==> src/gaec_pkg.sv <==
// Shared codes, widths and sequencer states for the graph adjacency Euler check block.
`timescale 1ns / 1ps

package gaec_pkg;

    localparam int MODE_W   = 3;
    localparam int VERT_W   = 5;
    localparam int STATUS_W = 3;
    localparam int VCOUNT_W = 5;
    localparam int ECOUNT_W = 7;
    localparam int DEGREE_W = 4;

    localparam logic [MODE_W-1:0] MODE_ADD_VERTEX = 3'd0;
    localparam logic [MODE_W-1:0] MODE_ADD_EDGE   = 3'd1;
    localparam logic [MODE_W-1:0] MODE_DEL_VERTEX = 3'd2;
    localparam logic [MODE_W-1:0] MODE_DEL_EDGE   = 3'd3;
    localparam logic [MODE_W-1:0] MODE_DEGREE     = 3'd4;
    localparam logic [MODE_W-1:0] MODE_COUNTS     = 3'd5;
    localparam logic [MODE_W-1:0] MODE_EULER      = 3'd6;

    localparam logic [STATUS_W-1:0] STATUS_OK      = 3'd0;
    localparam logic [STATUS_W-1:0] STATUS_EMPTY   = 3'd1;
    localparam logic [STATUS_W-1:0] STATUS_NO_VERT = 3'd2;
    localparam logic [STATUS_W-1:0] STATUS_NO_EDGE = 3'd3;
    localparam logic [STATUS_W-1:0] STATUS_FULL    = 3'd4;

    typedef enum logic [12:0] {
        S_IDLE      = 13'b0000000000001,
        S_DECODE    = 13'b0000000000010,
        S_EDGE_RD_A = 13'b0000000000100,
        S_EDGE_WR_A = 13'b0000000001000,
        S_EDGE_RD_B = 13'b0000000010000,
        S_EDGE_WR_B = 13'b0000000100000,
        S_DEL_RD    = 13'b0000001000000,
        S_DEL_WR    = 13'b0000010000000,
        S_DEG_RD    = 13'b0000100000000,
        S_DEG_CAP   = 13'b0001000000000,
        S_EUL_SCAN  = 13'b0010000000000,
        S_CNT_SCAN  = 13'b0100000000000,
        S_FIN       = 13'b1000000000000
    } state_t;

endpackage

==> src/gaec_ram.sv <==
// Generic single-write, single-read RAM with registered read data.
`timescale 1ns / 1ps

module gaec_ram #(
    parameter int WIDTH = 16,
    parameter int DEPTH = 16
) (
    input  logic                     clk,
    input  logic                     wr_en,
    input  logic [$clog2(DEPTH)-1:0] wr_addr,
    input  logic [WIDTH-1:0]         wr_data,
    input  logic [$clog2(DEPTH)-1:0] rd_addr,
    output logic [WIDTH-1:0]         rd_data
);

    logic [WIDTH-1:0] mem [0:DEPTH-1];

    always_ff @(posedge clk)
    begin
        if (wr_en)
        begin
            mem[wr_addr] <= wr_data;
        end
        rd_data <= mem[rd_addr];
    end

endmodule

==> src/gaec_popcount.sv <==
// Set-bit counter for one adjacency row, built as a balanced adder tree.
`timescale 1ns / 1ps

module gaec_popcount #(
    parameter int WIDTH = 16
) (
    input  logic [WIDTH-1:0]           row,
    output logic [$clog2(WIDTH+1)-1:0] count
);

    localparam int CW     = $clog2(WIDTH + 1);
    localparam int LEVELS = $clog2(WIDTH);
    localparam int LEAVES = 1 << LEVELS;

    // heap layout: node j sums nodes 2j and 2j+1, leaves start at LEAVES
    logic [CW-1:0] tree [1:2*LEAVES-1];

    genvar k;
    generate
        for (k = 0; k < LEAVES; k++)
        begin : g_leaf
            if (k < WIDTH)
            begin : g_bit
                assign tree[LEAVES + k] = CW'(row[k]);
            end
            else
            begin : g_pad
                assign tree[LEAVES + k] = '0;
            end
        end
        for (k = 1; k < LEAVES; k++)
        begin : g_node
            assign tree[k] = tree[2 * k] + tree[2 * k + 1];
        end
    endgenerate

    assign count = tree[1];

endmodule

==> src/graph_adjacency_euler_check.sv <==
// Graph adjacency store with edge/vertex edits, degree and count queries, and Euler check.
// Holds an undirected graph of up to MAX_VERTICES vertices as a bit matrix in one RAM
// (one row per vertex, one read and one write port) and serves one request at a time:
// in_stall is high from the accept until the result is loaded into the output register.
// Every request ends with a recount of all in-use rows, after its own work: an edge edit
// reads and rewrites both rows, a degree query reads one row, a vertex delete rewrites
// each remaining row, and the Euler check runs reachability passes over the in-use rows,
// repeating until the reached set stops growing (at most n passes). The single RAM read
// port and the one shared row counter make every row walk read one row at a time.
// No clearing pass is needed after reset: a row is zeroed when its vertex is added.
`timescale 1ns / 1ps

module graph_adjacency_euler_check
    import gaec_pkg::*;
#(
    parameter int MAX_VERTICES = 16
) (
    input  logic                clk,
    input  logic                rst_n,
    input  logic                in_valid,
    output logic                in_stall,
    input  logic [MODE_W-1:0]   mode,
    input  logic [VERT_W-1:0]   vertex_a,
    input  logic [VERT_W-1:0]   vertex_b,
    output logic                out_valid,
    input  logic                out_stall,
    output logic [STATUS_W-1:0] status,
    output logic [VCOUNT_W-1:0] vertex_count,
    output logic [ECOUNT_W-1:0] edge_count,
    output logic [DEGREE_W-1:0] degree,
    output logic                euler_cycle
);

    localparam int N    = MAX_VERTICES;
    localparam int IW   = $clog2(N);
    localparam int NW   = $clog2(N + 1);
    localparam int CW   = $clog2(N + 1);
    localparam int BW   = $clog2(N * N + 1);
    localparam int CMPW = (NW > VERT_W) ? NW : VERT_W;

    state_t state_reg, state_next;

    logic [MODE_W-1:0] mode_reg, mode_next;
    logic [VERT_W-1:0] a_reg, a_next;
    logic [VERT_W-1:0] b_reg, b_next;
    logic [NW-1:0]     n_reg, n_next;
    logic [NW-1:0]     idx_reg, idx_next;
    logic              pend_reg, pend_next;
    logic [IW-1:0]     pend_idx_reg, pend_idx_next;
    logic [N-1:0]      reach_reg, reach_next;
    logic              changed_reg, changed_next;
    logic              parity_ok_reg, parity_ok_next;
    logic [BW-1:0]     bits_reg, bits_next;
    logic [STATUS_W-1:0] status_reg, status_next;
    logic [DEGREE_W-1:0] degree_reg, degree_next;
    logic              euler_reg, euler_next;

    logic                out_valid_reg, out_valid_next;
    logic [STATUS_W-1:0] out_status_reg;
    logic [VCOUNT_W-1:0] out_vcount_reg;
    logic [ECOUNT_W-1:0] out_ecount_reg;
    logic [DEGREE_W-1:0] out_degree_reg;
    logic                out_euler_reg;
    logic                out_load;

    logic          ram_we;
    logic [IW-1:0] ram_waddr;
    logic [N-1:0]  ram_wdata;
    logic [IW-1:0] ram_raddr;
    logic [N-1:0]  ram_rdata;
    logic [CW-1:0] row_count;

    logic [CMPW-1:0] a_m1, b_m1;
    logic [IW-1:0]   a_idx, b_idx;
    logic            a_ok, b_ok;
    logic [N-1:0]    mask_a, mask_b;
    logic [N-1:0]    all_mask, keep_mask, shifted_row, merged_reach;
    logic [NW-1:0]   n_m1, del_src;
    logic            scan_issue, scan_done;
    logic [31:0]     count_ext, vcount_ext, ecount_ext;

    gaec_ram #(
        .WIDTH (N),
        .DEPTH (N)
    ) u_adj_ram (
        .clk     (clk),
        .wr_en   (ram_we),
        .wr_addr (ram_waddr),
        .wr_data (ram_wdata),
        .rd_addr (ram_raddr),
        .rd_data (ram_rdata)
    );

    gaec_popcount #(
        .WIDTH (N)
    ) u_row_count (
        .row   (ram_rdata),
        .count (row_count)
    );

    assign a_m1  = CMPW'(a_reg) - CMPW'(1);
    assign b_m1  = CMPW'(b_reg) - CMPW'(1);
    assign a_idx = a_m1[IW-1:0];
    assign b_idx = b_m1[IW-1:0];
    assign a_ok  = (a_reg != '0) && (CMPW'(a_reg) <= CMPW'(n_reg));
    assign b_ok  = (b_reg != '0) && (CMPW'(b_reg) <= CMPW'(n_reg));

    assign mask_a = {{(N-1){1'b0}}, 1'b1} << a_idx;
    assign mask_b = {{(N-1){1'b0}}, 1'b1} << b_idx;

    always_comb
    begin
        for (int i = 0; i < N; i++)
        begin
            all_mask[i]  = (i < int'(n_reg));
            keep_mask[i] = (i < int'(a_idx));
        end
    end

    // drop the deleted column: bits above it move down by one
    assign shifted_row  = (ram_rdata & keep_mask) | ((ram_rdata >> 1) & ~keep_mask);
    assign merged_reach = (reach_reg | ram_rdata) & all_mask;

    assign n_m1    = n_reg - NW'(1);
    assign del_src = (idx_reg < NW'(a_idx)) ? idx_reg : (idx_reg + NW'(1));

    assign scan_issue = (idx_reg < n_reg);
    assign scan_done  = !scan_issue && !pend_reg;

    assign count_ext  = 32'(row_count);
    assign vcount_ext = 32'(n_reg);
    assign ecount_ext = 32'(bits_reg >> 1);

    assign out_load = (state_reg == S_FIN) && (!out_valid_reg || !out_stall);

    always_comb
    begin
        state_next     = state_reg;
        mode_next      = mode_reg;
        a_next         = a_reg;
        b_next         = b_reg;
        n_next         = n_reg;
        idx_next       = idx_reg;
        pend_next      = 1'b0;
        pend_idx_next  = pend_idx_reg;
        reach_next     = reach_reg;
        changed_next   = changed_reg;
        parity_ok_next = parity_ok_reg;
        bits_next      = bits_reg;
        status_next    = status_reg;
        degree_next    = degree_reg;
        euler_next     = euler_reg;
        ram_we         = 1'b0;
        ram_waddr      = '0;
        ram_wdata      = '0;
        ram_raddr      = '0;

        case (state_reg)
            S_IDLE:
            begin
                if (in_valid)
                begin
                    mode_next   = mode;
                    a_next      = vertex_a;
                    b_next      = vertex_b;
                    status_next = STATUS_OK;
                    degree_next = '0;
                    euler_next  = 1'b0;
                    state_next  = S_DECODE;
                end
            end
            S_DECODE:
            begin
                case (mode_reg)
                    MODE_ADD_VERTEX:
                    begin
                        if (n_reg >= NW'(N))
                        begin
                            status_next = STATUS_FULL;
                        end
                        else
                        begin
                            // zero the new row; its column is already clear
                            ram_we    = 1'b1;
                            ram_waddr = n_reg[IW-1:0];
                            n_next    = n_reg + NW'(1);
                        end
                        state_next = S_CNT_SCAN;
                    end
                    MODE_ADD_EDGE, MODE_DEL_EDGE:
                    begin
                        if (!a_ok || !b_ok)
                        begin
                            status_next = STATUS_NO_VERT;
                            state_next  = S_CNT_SCAN;
                        end
                        else
                        begin
                            state_next = S_EDGE_RD_A;
                        end
                    end
                    MODE_DEL_VERTEX:
                    begin
                        if (n_reg == '0)
                        begin
                            status_next = STATUS_EMPTY;
                            state_next  = S_CNT_SCAN;
                        end
                        else if (!a_ok)
                        begin
                            status_next = STATUS_NO_VERT;
                            state_next  = S_CNT_SCAN;
                        end
                        else if (n_reg == NW'(1))
                        begin
                            n_next     = '0;
                            state_next = S_CNT_SCAN;
                        end
                        else
                        begin
                            idx_next   = '0;
                            state_next = S_DEL_RD;
                        end
                    end
                    MODE_DEGREE:
                    begin
                        if (!a_ok)
                        begin
                            status_next = STATUS_NO_VERT;
                            state_next  = S_CNT_SCAN;
                        end
                        else
                        begin
                            state_next = S_DEG_RD;
                        end
                    end
                    MODE_EULER:
                    begin
                        reach_next     = {{(N-1){1'b0}}, (n_reg != '0)};
                        changed_next   = 1'b0;
                        parity_ok_next = 1'b1;
                        state_next     = S_EUL_SCAN;
                    end
                    default:
                    begin
                        state_next = S_CNT_SCAN;
                    end
                endcase
            end
            S_EDGE_RD_A:
            begin
                ram_raddr  = a_idx;
                state_next = S_EDGE_WR_A;
            end
            S_EDGE_WR_A:
            begin
                ram_waddr = a_idx;
                if (mode_reg == MODE_ADD_EDGE)
                begin
                    ram_we     = 1'b1;
                    ram_wdata  = ram_rdata | mask_b;
                    state_next = S_EDGE_RD_B;
                end
                else if ((ram_rdata & mask_b) == '0)
                begin
                    status_next = STATUS_NO_EDGE;
                    state_next  = S_CNT_SCAN;
                end
                else
                begin
                    ram_we     = 1'b1;
                    ram_wdata  = ram_rdata & ~mask_b;
                    state_next = S_EDGE_RD_B;
                end
            end
            S_EDGE_RD_B:
            begin
                ram_raddr  = b_idx;
                state_next = S_EDGE_WR_B;
            end
            S_EDGE_WR_B:
            begin
                ram_we     = 1'b1;
                ram_waddr  = b_idx;
                ram_wdata  = (mode_reg == MODE_ADD_EDGE) ? (ram_rdata | mask_a)
                                                         : (ram_rdata & ~mask_a);
                state_next = S_CNT_SCAN;
            end
            S_DEL_RD:
            begin
                // rows past the deleted one move up by one
                ram_raddr  = del_src[IW-1:0];
                state_next = S_DEL_WR;
            end
            S_DEL_WR:
            begin
                ram_we    = 1'b1;
                ram_waddr = idx_reg[IW-1:0];
                ram_wdata = shifted_row;
                idx_next  = idx_reg + NW'(1);
                if ((idx_reg + NW'(1)) < n_m1)
                begin
                    state_next = S_DEL_RD;
                end
                else
                begin
                    n_next     = n_m1;
                    state_next = S_CNT_SCAN;
                end
            end
            S_DEG_RD:
            begin
                ram_raddr  = a_idx;
                state_next = S_DEG_CAP;
            end
            S_DEG_CAP:
            begin
                degree_next = count_ext[DEGREE_W-1:0];
                state_next  = S_CNT_SCAN;
            end
            S_EUL_SCAN:
            begin
                if (scan_issue)
                begin
                    ram_raddr     = idx_reg[IW-1:0];
                    idx_next      = idx_reg + NW'(1);
                    pend_next     = 1'b1;
                    pend_idx_next = idx_reg[IW-1:0];
                end
                if (pend_reg)
                begin
                    if (reach_reg[pend_idx_reg] && (merged_reach != reach_reg))
                    begin
                        reach_next   = merged_reach;
                        changed_next = 1'b1;
                    end
                    if (row_count[0])
                    begin
                        parity_ok_next = 1'b0;
                    end
                end
                if (scan_done)
                begin
                    if (changed_reg)
                    begin
                        // reached set grew: run another pass
                        idx_next     = '0;
                        changed_next = 1'b0;
                    end
                    else
                    begin
                        euler_next = (n_reg != NW'(1)) && (reach_reg == all_mask)
                                     && parity_ok_reg;
                        state_next = S_CNT_SCAN;
                    end
                end
            end
            S_CNT_SCAN:
            begin
                if (scan_issue)
                begin
                    ram_raddr     = idx_reg[IW-1:0];
                    idx_next      = idx_reg + NW'(1);
                    pend_next     = 1'b1;
                    pend_idx_next = idx_reg[IW-1:0];
                end
                if (pend_reg)
                begin
                    bits_next = bits_reg + BW'(row_count);
                end
                if (scan_done)
                begin
                    state_next = S_FIN;
                end
            end
            S_FIN:
            begin
                if (out_load)
                begin
                    state_next = S_IDLE;
                end
            end
            default:
            begin
                state_next = S_IDLE;
            end
        endcase

        // restart the row walk on entry to either scan
        if ((state_next == S_CNT_SCAN || state_next == S_EUL_SCAN)
            && (state_reg != state_next))
        begin
            idx_next  = '0;
            pend_next = 1'b0;
            bits_next = '0;
        end
    end

    always_comb
    begin
        out_valid_next = out_valid_reg;
        if (out_load)
        begin
            out_valid_next = 1'b1;
        end
        else if (!out_stall)
        begin
            out_valid_next = 1'b0;
        end
    end

    always_ff @(posedge clk or negedge rst_n)
    begin
        if (!rst_n)
        begin
            state_reg     <= S_IDLE;
            n_reg         <= '0;
            idx_reg       <= '0;
            pend_reg      <= 1'b0;
            changed_reg   <= 1'b0;
            parity_ok_reg <= 1'b1;
            out_valid_reg <= 1'b0;
        end
        else
        begin
            state_reg     <= state_next;
            n_reg         <= n_next;
            idx_reg       <= idx_next;
            pend_reg      <= pend_next;
            changed_reg   <= changed_next;
            parity_ok_reg <= parity_ok_next;
            out_valid_reg <= out_valid_next;
        end
    end

    always_ff @(posedge clk)
    begin
        mode_reg     <= mode_next;
        a_reg        <= a_next;
        b_reg        <= b_next;
        pend_idx_reg <= pend_idx_next;
        reach_reg    <= reach_next;
        bits_reg     <= bits_next;
        status_reg   <= status_next;
        degree_reg   <= degree_next;
        euler_reg    <= euler_next;
        if (out_load)
        begin
            out_status_reg <= status_reg;
            out_vcount_reg <= vcount_ext[VCOUNT_W-1:0];
            out_ecount_reg <= ecount_ext[ECOUNT_W-1:0];
            out_degree_reg <= degree_reg;
            out_euler_reg  <= euler_reg;
        end
    end

    assign in_stall     = (state_reg != S_IDLE);
    assign out_valid    = out_valid_reg;
    assign status       = out_status_reg;
    assign vertex_count = out_vcount_reg;
    assign edge_count   = out_ecount_reg;
    assign degree       = out_degree_reg;
    assign euler_cycle  = out_euler_reg;

    a_vertex_limit: assert property (@(posedge clk) disable iff (!rst_n)
        n_reg <= NW'(N))
        else $error("vertex count exceeds capacity");

    a_accept_decode: assert property (@(posedge clk) disable iff (!rst_n)
        (in_valid && !in_stall) |=> (state_reg == S_DECODE))
        else $error("accepted beat did not reach decode");

    a_pend_in_range: assert property (@(posedge clk) disable iff (!rst_n)
        pend_reg |-> (NW'(pend_idx_reg) < n_reg))
        else $error("scan read past in-use rows");

    a_euler_mode_only: assert property (@(posedge clk) disable iff (!rst_n)
        ((state_reg == S_FIN) && (mode_reg != MODE_EULER)) |-> !euler_reg)
        else $error("euler flag set outside euler check");

    a_write_states: assert property (@(posedge clk) disable iff (!rst_n)
        ram_we |-> (state_reg == S_DECODE || state_reg == S_EDGE_WR_A
                    || state_reg == S_EDGE_WR_B || state_reg == S_DEL_WR))
        else $error("matrix write outside a write state");

endmodule

==> config.mk <==
export PLATFORM = sky130hd
export DESIGN_NAME = graph_adjacency_euler_check
export DESIGN_NICKNAME = d
export VERILOG_FILES = /design/src/gaec_pkg.sv /design/src/gaec_ram.sv /design/src/gaec_popcount.sv /design/src/graph_adjacency_euler_check.sv
export SDC_FILE = /design/constraint.sdc
export NUM_CORES = 1
export LEC_CHECK = 0
export BUFFER_PORTS_ARGS = -buffer_cell sky130_fd_sc_hd__clkbuf_2
export CORE_MARGIN = 2
export CORE_UTILIZATION = 55
export DETAILED_ROUTE_END_ITERATION = 12
export PLACE_DENSITY = 0.74
export SLEW_MARGIN = 5
export SYNTH_ARGS = -nofsm -noshare
export SYNTH_HDL_FRONTEND = slang
export SYNTH_HIERARCHICAL = 1
export SYNTH_SLANG_ARGS = --single-unit
==> constraint.sdc <==
create_clock -name clk -period 11.57 [get_ports clk]
set_input_delay 2.314 -clock clk [delete_from_list [all_inputs] [get_ports clk]]
set_output_delay 2.314 -clock clk [all_outputs]
set_load 0.005 [all_outputs]
==> metrics.txt <==
ys async rst share=0.07337; Synth area leaders=edfxtp_1 54%, mux4_2 7.5%, ha_1 3.8%; run status=complete, no violations; row count=65; Worst Skew=0.02499 ns; Synth Net Count=1,339; minimum clock period=5.161 ns; most common cell in the netlist=edfxtp_1; n_diodes=0; CTS max path bufs=3; clock root cell=clkbuf_16; Post-synth top flop=edfxtp_1; vias in the first global route=11,260; Post-Syn Area=17,630 um2; Post-Synth XOR/XNOR Area=0.01043; complex-gate fraction of the synthesized area=0.09160; Hold Path Class=flip-flop to flip-flop; die height=183.1 um; Area Overhead vs Synth=11.35%; CP Launch Type=flip-flop; DRC violations left=0; WP data required=11.71 ns; Die W=183.1 um; Worst setup EP type=flip-flop; Worst Path Max Fanout=16; hpwl dp=27.53 mm; DP Cell Count=1,659; commonest cells in the netlist=317 x edfxtp_1, 107 x nand2_1, 93 x nor2_1; Clock Latency Late Sink=0.55 ns; reg2reg setup slack=6.41 ns; total CTS buffers=39; max FFs per register=256; Crit Path Class=flip-flop to flip-flop; Slew Limit Headroom=0.1055; WL/cell=25.61 um; final WL=44.31 mm; Leakage=7.685 nW; Post-synth EDFFs=317; RSZ-0062 raised after global routing=false; first-pass GRT wire length=67.79 mm; Initial Utilization=0.5588; pin count of the biggest net entering global routing=65; sequential area share after synthesis=0.6055; post-synthesis adder-cell area fraction=0.05194; max_cap viols=0; # clock sinks=368; Placer Congestion=0.9176; I/O Pins=39; Iter 0 DRT Violations=1,464; mean post-synth cell area=14.04 um2; Synth Area in Simple Gates=0.09777; core area=31,560 um2; Yosys top cell area share=0.5398; setup violators final=0; Die Area=33,510 um2; pwr/cell area=202.9 nW/um2; global route total overflow=0; non-filler cells, final=1,730; post-synth cell types=75; post-CTS sizing=0; yosys warns=6; Fillers=2,310; maximum vdd drop=0.2203 mV; DR pass1 iterations=5; total negative slack for setup checks=0 ns; Vias/cell=6.627; Yosys reg bits=368; routed vias=11,460; Period Utilization, post-route=0.4461; Setup Fix Bufs, Post-CTS=0; share of cells above drive strength 1=0.1785; initial antenna violation count=0; TritonCTS clock tree=done; Total GRT Usage=0.2705; Slew Limit Fails=0; cells after synthesis=1,256; fin nets=1,381; post-synthesis mux area share=0.1148; IO buf count=38; crit path DAT=5.30 ns; H-tree levels=2; Yosys top cell by area=edfxtp_1; post-route ant nets=0; CTS Hold Bufs=0; Hold Fails Final Rpt=0; maximum clock rate=0.1938 GHz; main combinational cell family by area after synthesis=multiplexers; Slew @ Worst Pin=1.340 ns; Clk pin slew, worst setup/hold paths=0.06 ns
[critical path: stages (launching register included)]
cell	delay, ns
edfxtp_1	0.50
inv_1	0.21
ha_1	0.35
xnor2_1	0.44
mux4_1	0.62
nand4b_1	0.24
nand2b_1	0.47
inv_1	0.35
or3_1	0.24
nand3_1	0.24
nor2_2	1.09
[where the power goes]
| group | internal, mW | leakage, nW | switching [mW] |
|---|---|---|---|
| registers | 1.51 | 4.04 | 0.114 |
| logic | 0.438 | 3.00 | 0.665 |
| clock network | 0.733 | 0.645 | 0.520 |
| total | 2.69 | 7.68 | 1.30 |
[cell usage in the layout, fill, tap and decap left out, types with 27 or more instances in the layout]
master	synthesis	layout
mux4_2	59	59
o21ai_0	39	39
a22oi_1	44	44
buf_4	5	27
mux2i_1	35	35
edfxtp_1	317	317
clkbuf_2	0	38
nor2_1	93	81
ha_1	54	54
a21oi_1	47	46
clkbuf_16	0	41
inv_1	43	43
nand2_1	107	107
[cell families (layout without fill, tap and decap cells)]
kind of cell | after synthesis | in the layout
xor+xnor | 21 | 21
mux | 110 | 110
compound gates | 235 | 235
flops | 368 | 368
fa+ha+maj | 66 | 66
buf+inv | 110 | 182
simple gates | 346 | 346
[layout make-up]
class | instances | area, um2 | share of cell area
Sequential cell | 368 | 10680 | 0.5438
Clock buffer | 58 | 1170 | 0.05958
Clock inverter | 13 | 147.6 | 0.007519
Multi-Input combinational cell | 778 | 6573 | 0.3347
Inverter | 46 | 172.7 | 0.008793
Tap cell | 402 | 503.0 | 0.02561
Timing Repair Buffer | 65 | 392.9 | 0.02001
[per-stage QoR]
| stage | setup slack, ns | hold slack, ns | cell area, um2 | power [mW] | utilization |
|---|---|---|---|---|---|
| after floorplan | 6.962 | 0.4003 | 17630 | 2.444 | - |
| after global placement | 6.573 | 0.4005 | 18290 | 2.694 | 0.5795 |
| after detailed placement | 6.467 | 0.4066 | 18290 | 2.733 | 0.5795 |
| after CTS | 6.426 | 0.4218 | 19610 | 3.987 | 0.6213 |
| after global routing | 6.065 | 0.4246 | 19640 | 4.207 | 0.6223 |
| final | 6.409 | 0.4198 | 19640 | 3.984 | 0.6223 |
[metal layers]
| layer | global-route usage | routed length, um | vias to the layer above |
|---|---|---|---|
| met2 | 0.4505 | 21520 | 611 |
| met3 | 0.03971 | 3442 | 142 |
| li1 | - | - | 4997 |
| met1 | 0.3616 | 17460 | 5714 |
| met4 | 0.1094 | 1888 | 0 |
| met5 | 0 | 0 | - |
[path summary, 6_finish.rpt]
check,startpoint,depth (start not counted),endpoint
max,b_reg[0],10,u_adj_ram/mem[15][6]
min,degree_reg[2],0,degree[2]
max reg2reg,b_reg[0],10,u_adj_ram/mem[15][6]
min reg2reg,degree_reg[2],0,degree[2]
max in group asynchronous,rst_n,1,idx_reg[1]
min in group asynchronous,rst_n,1,state_reg[6]
Note: power is estimated with default switching activity, not from simulation.
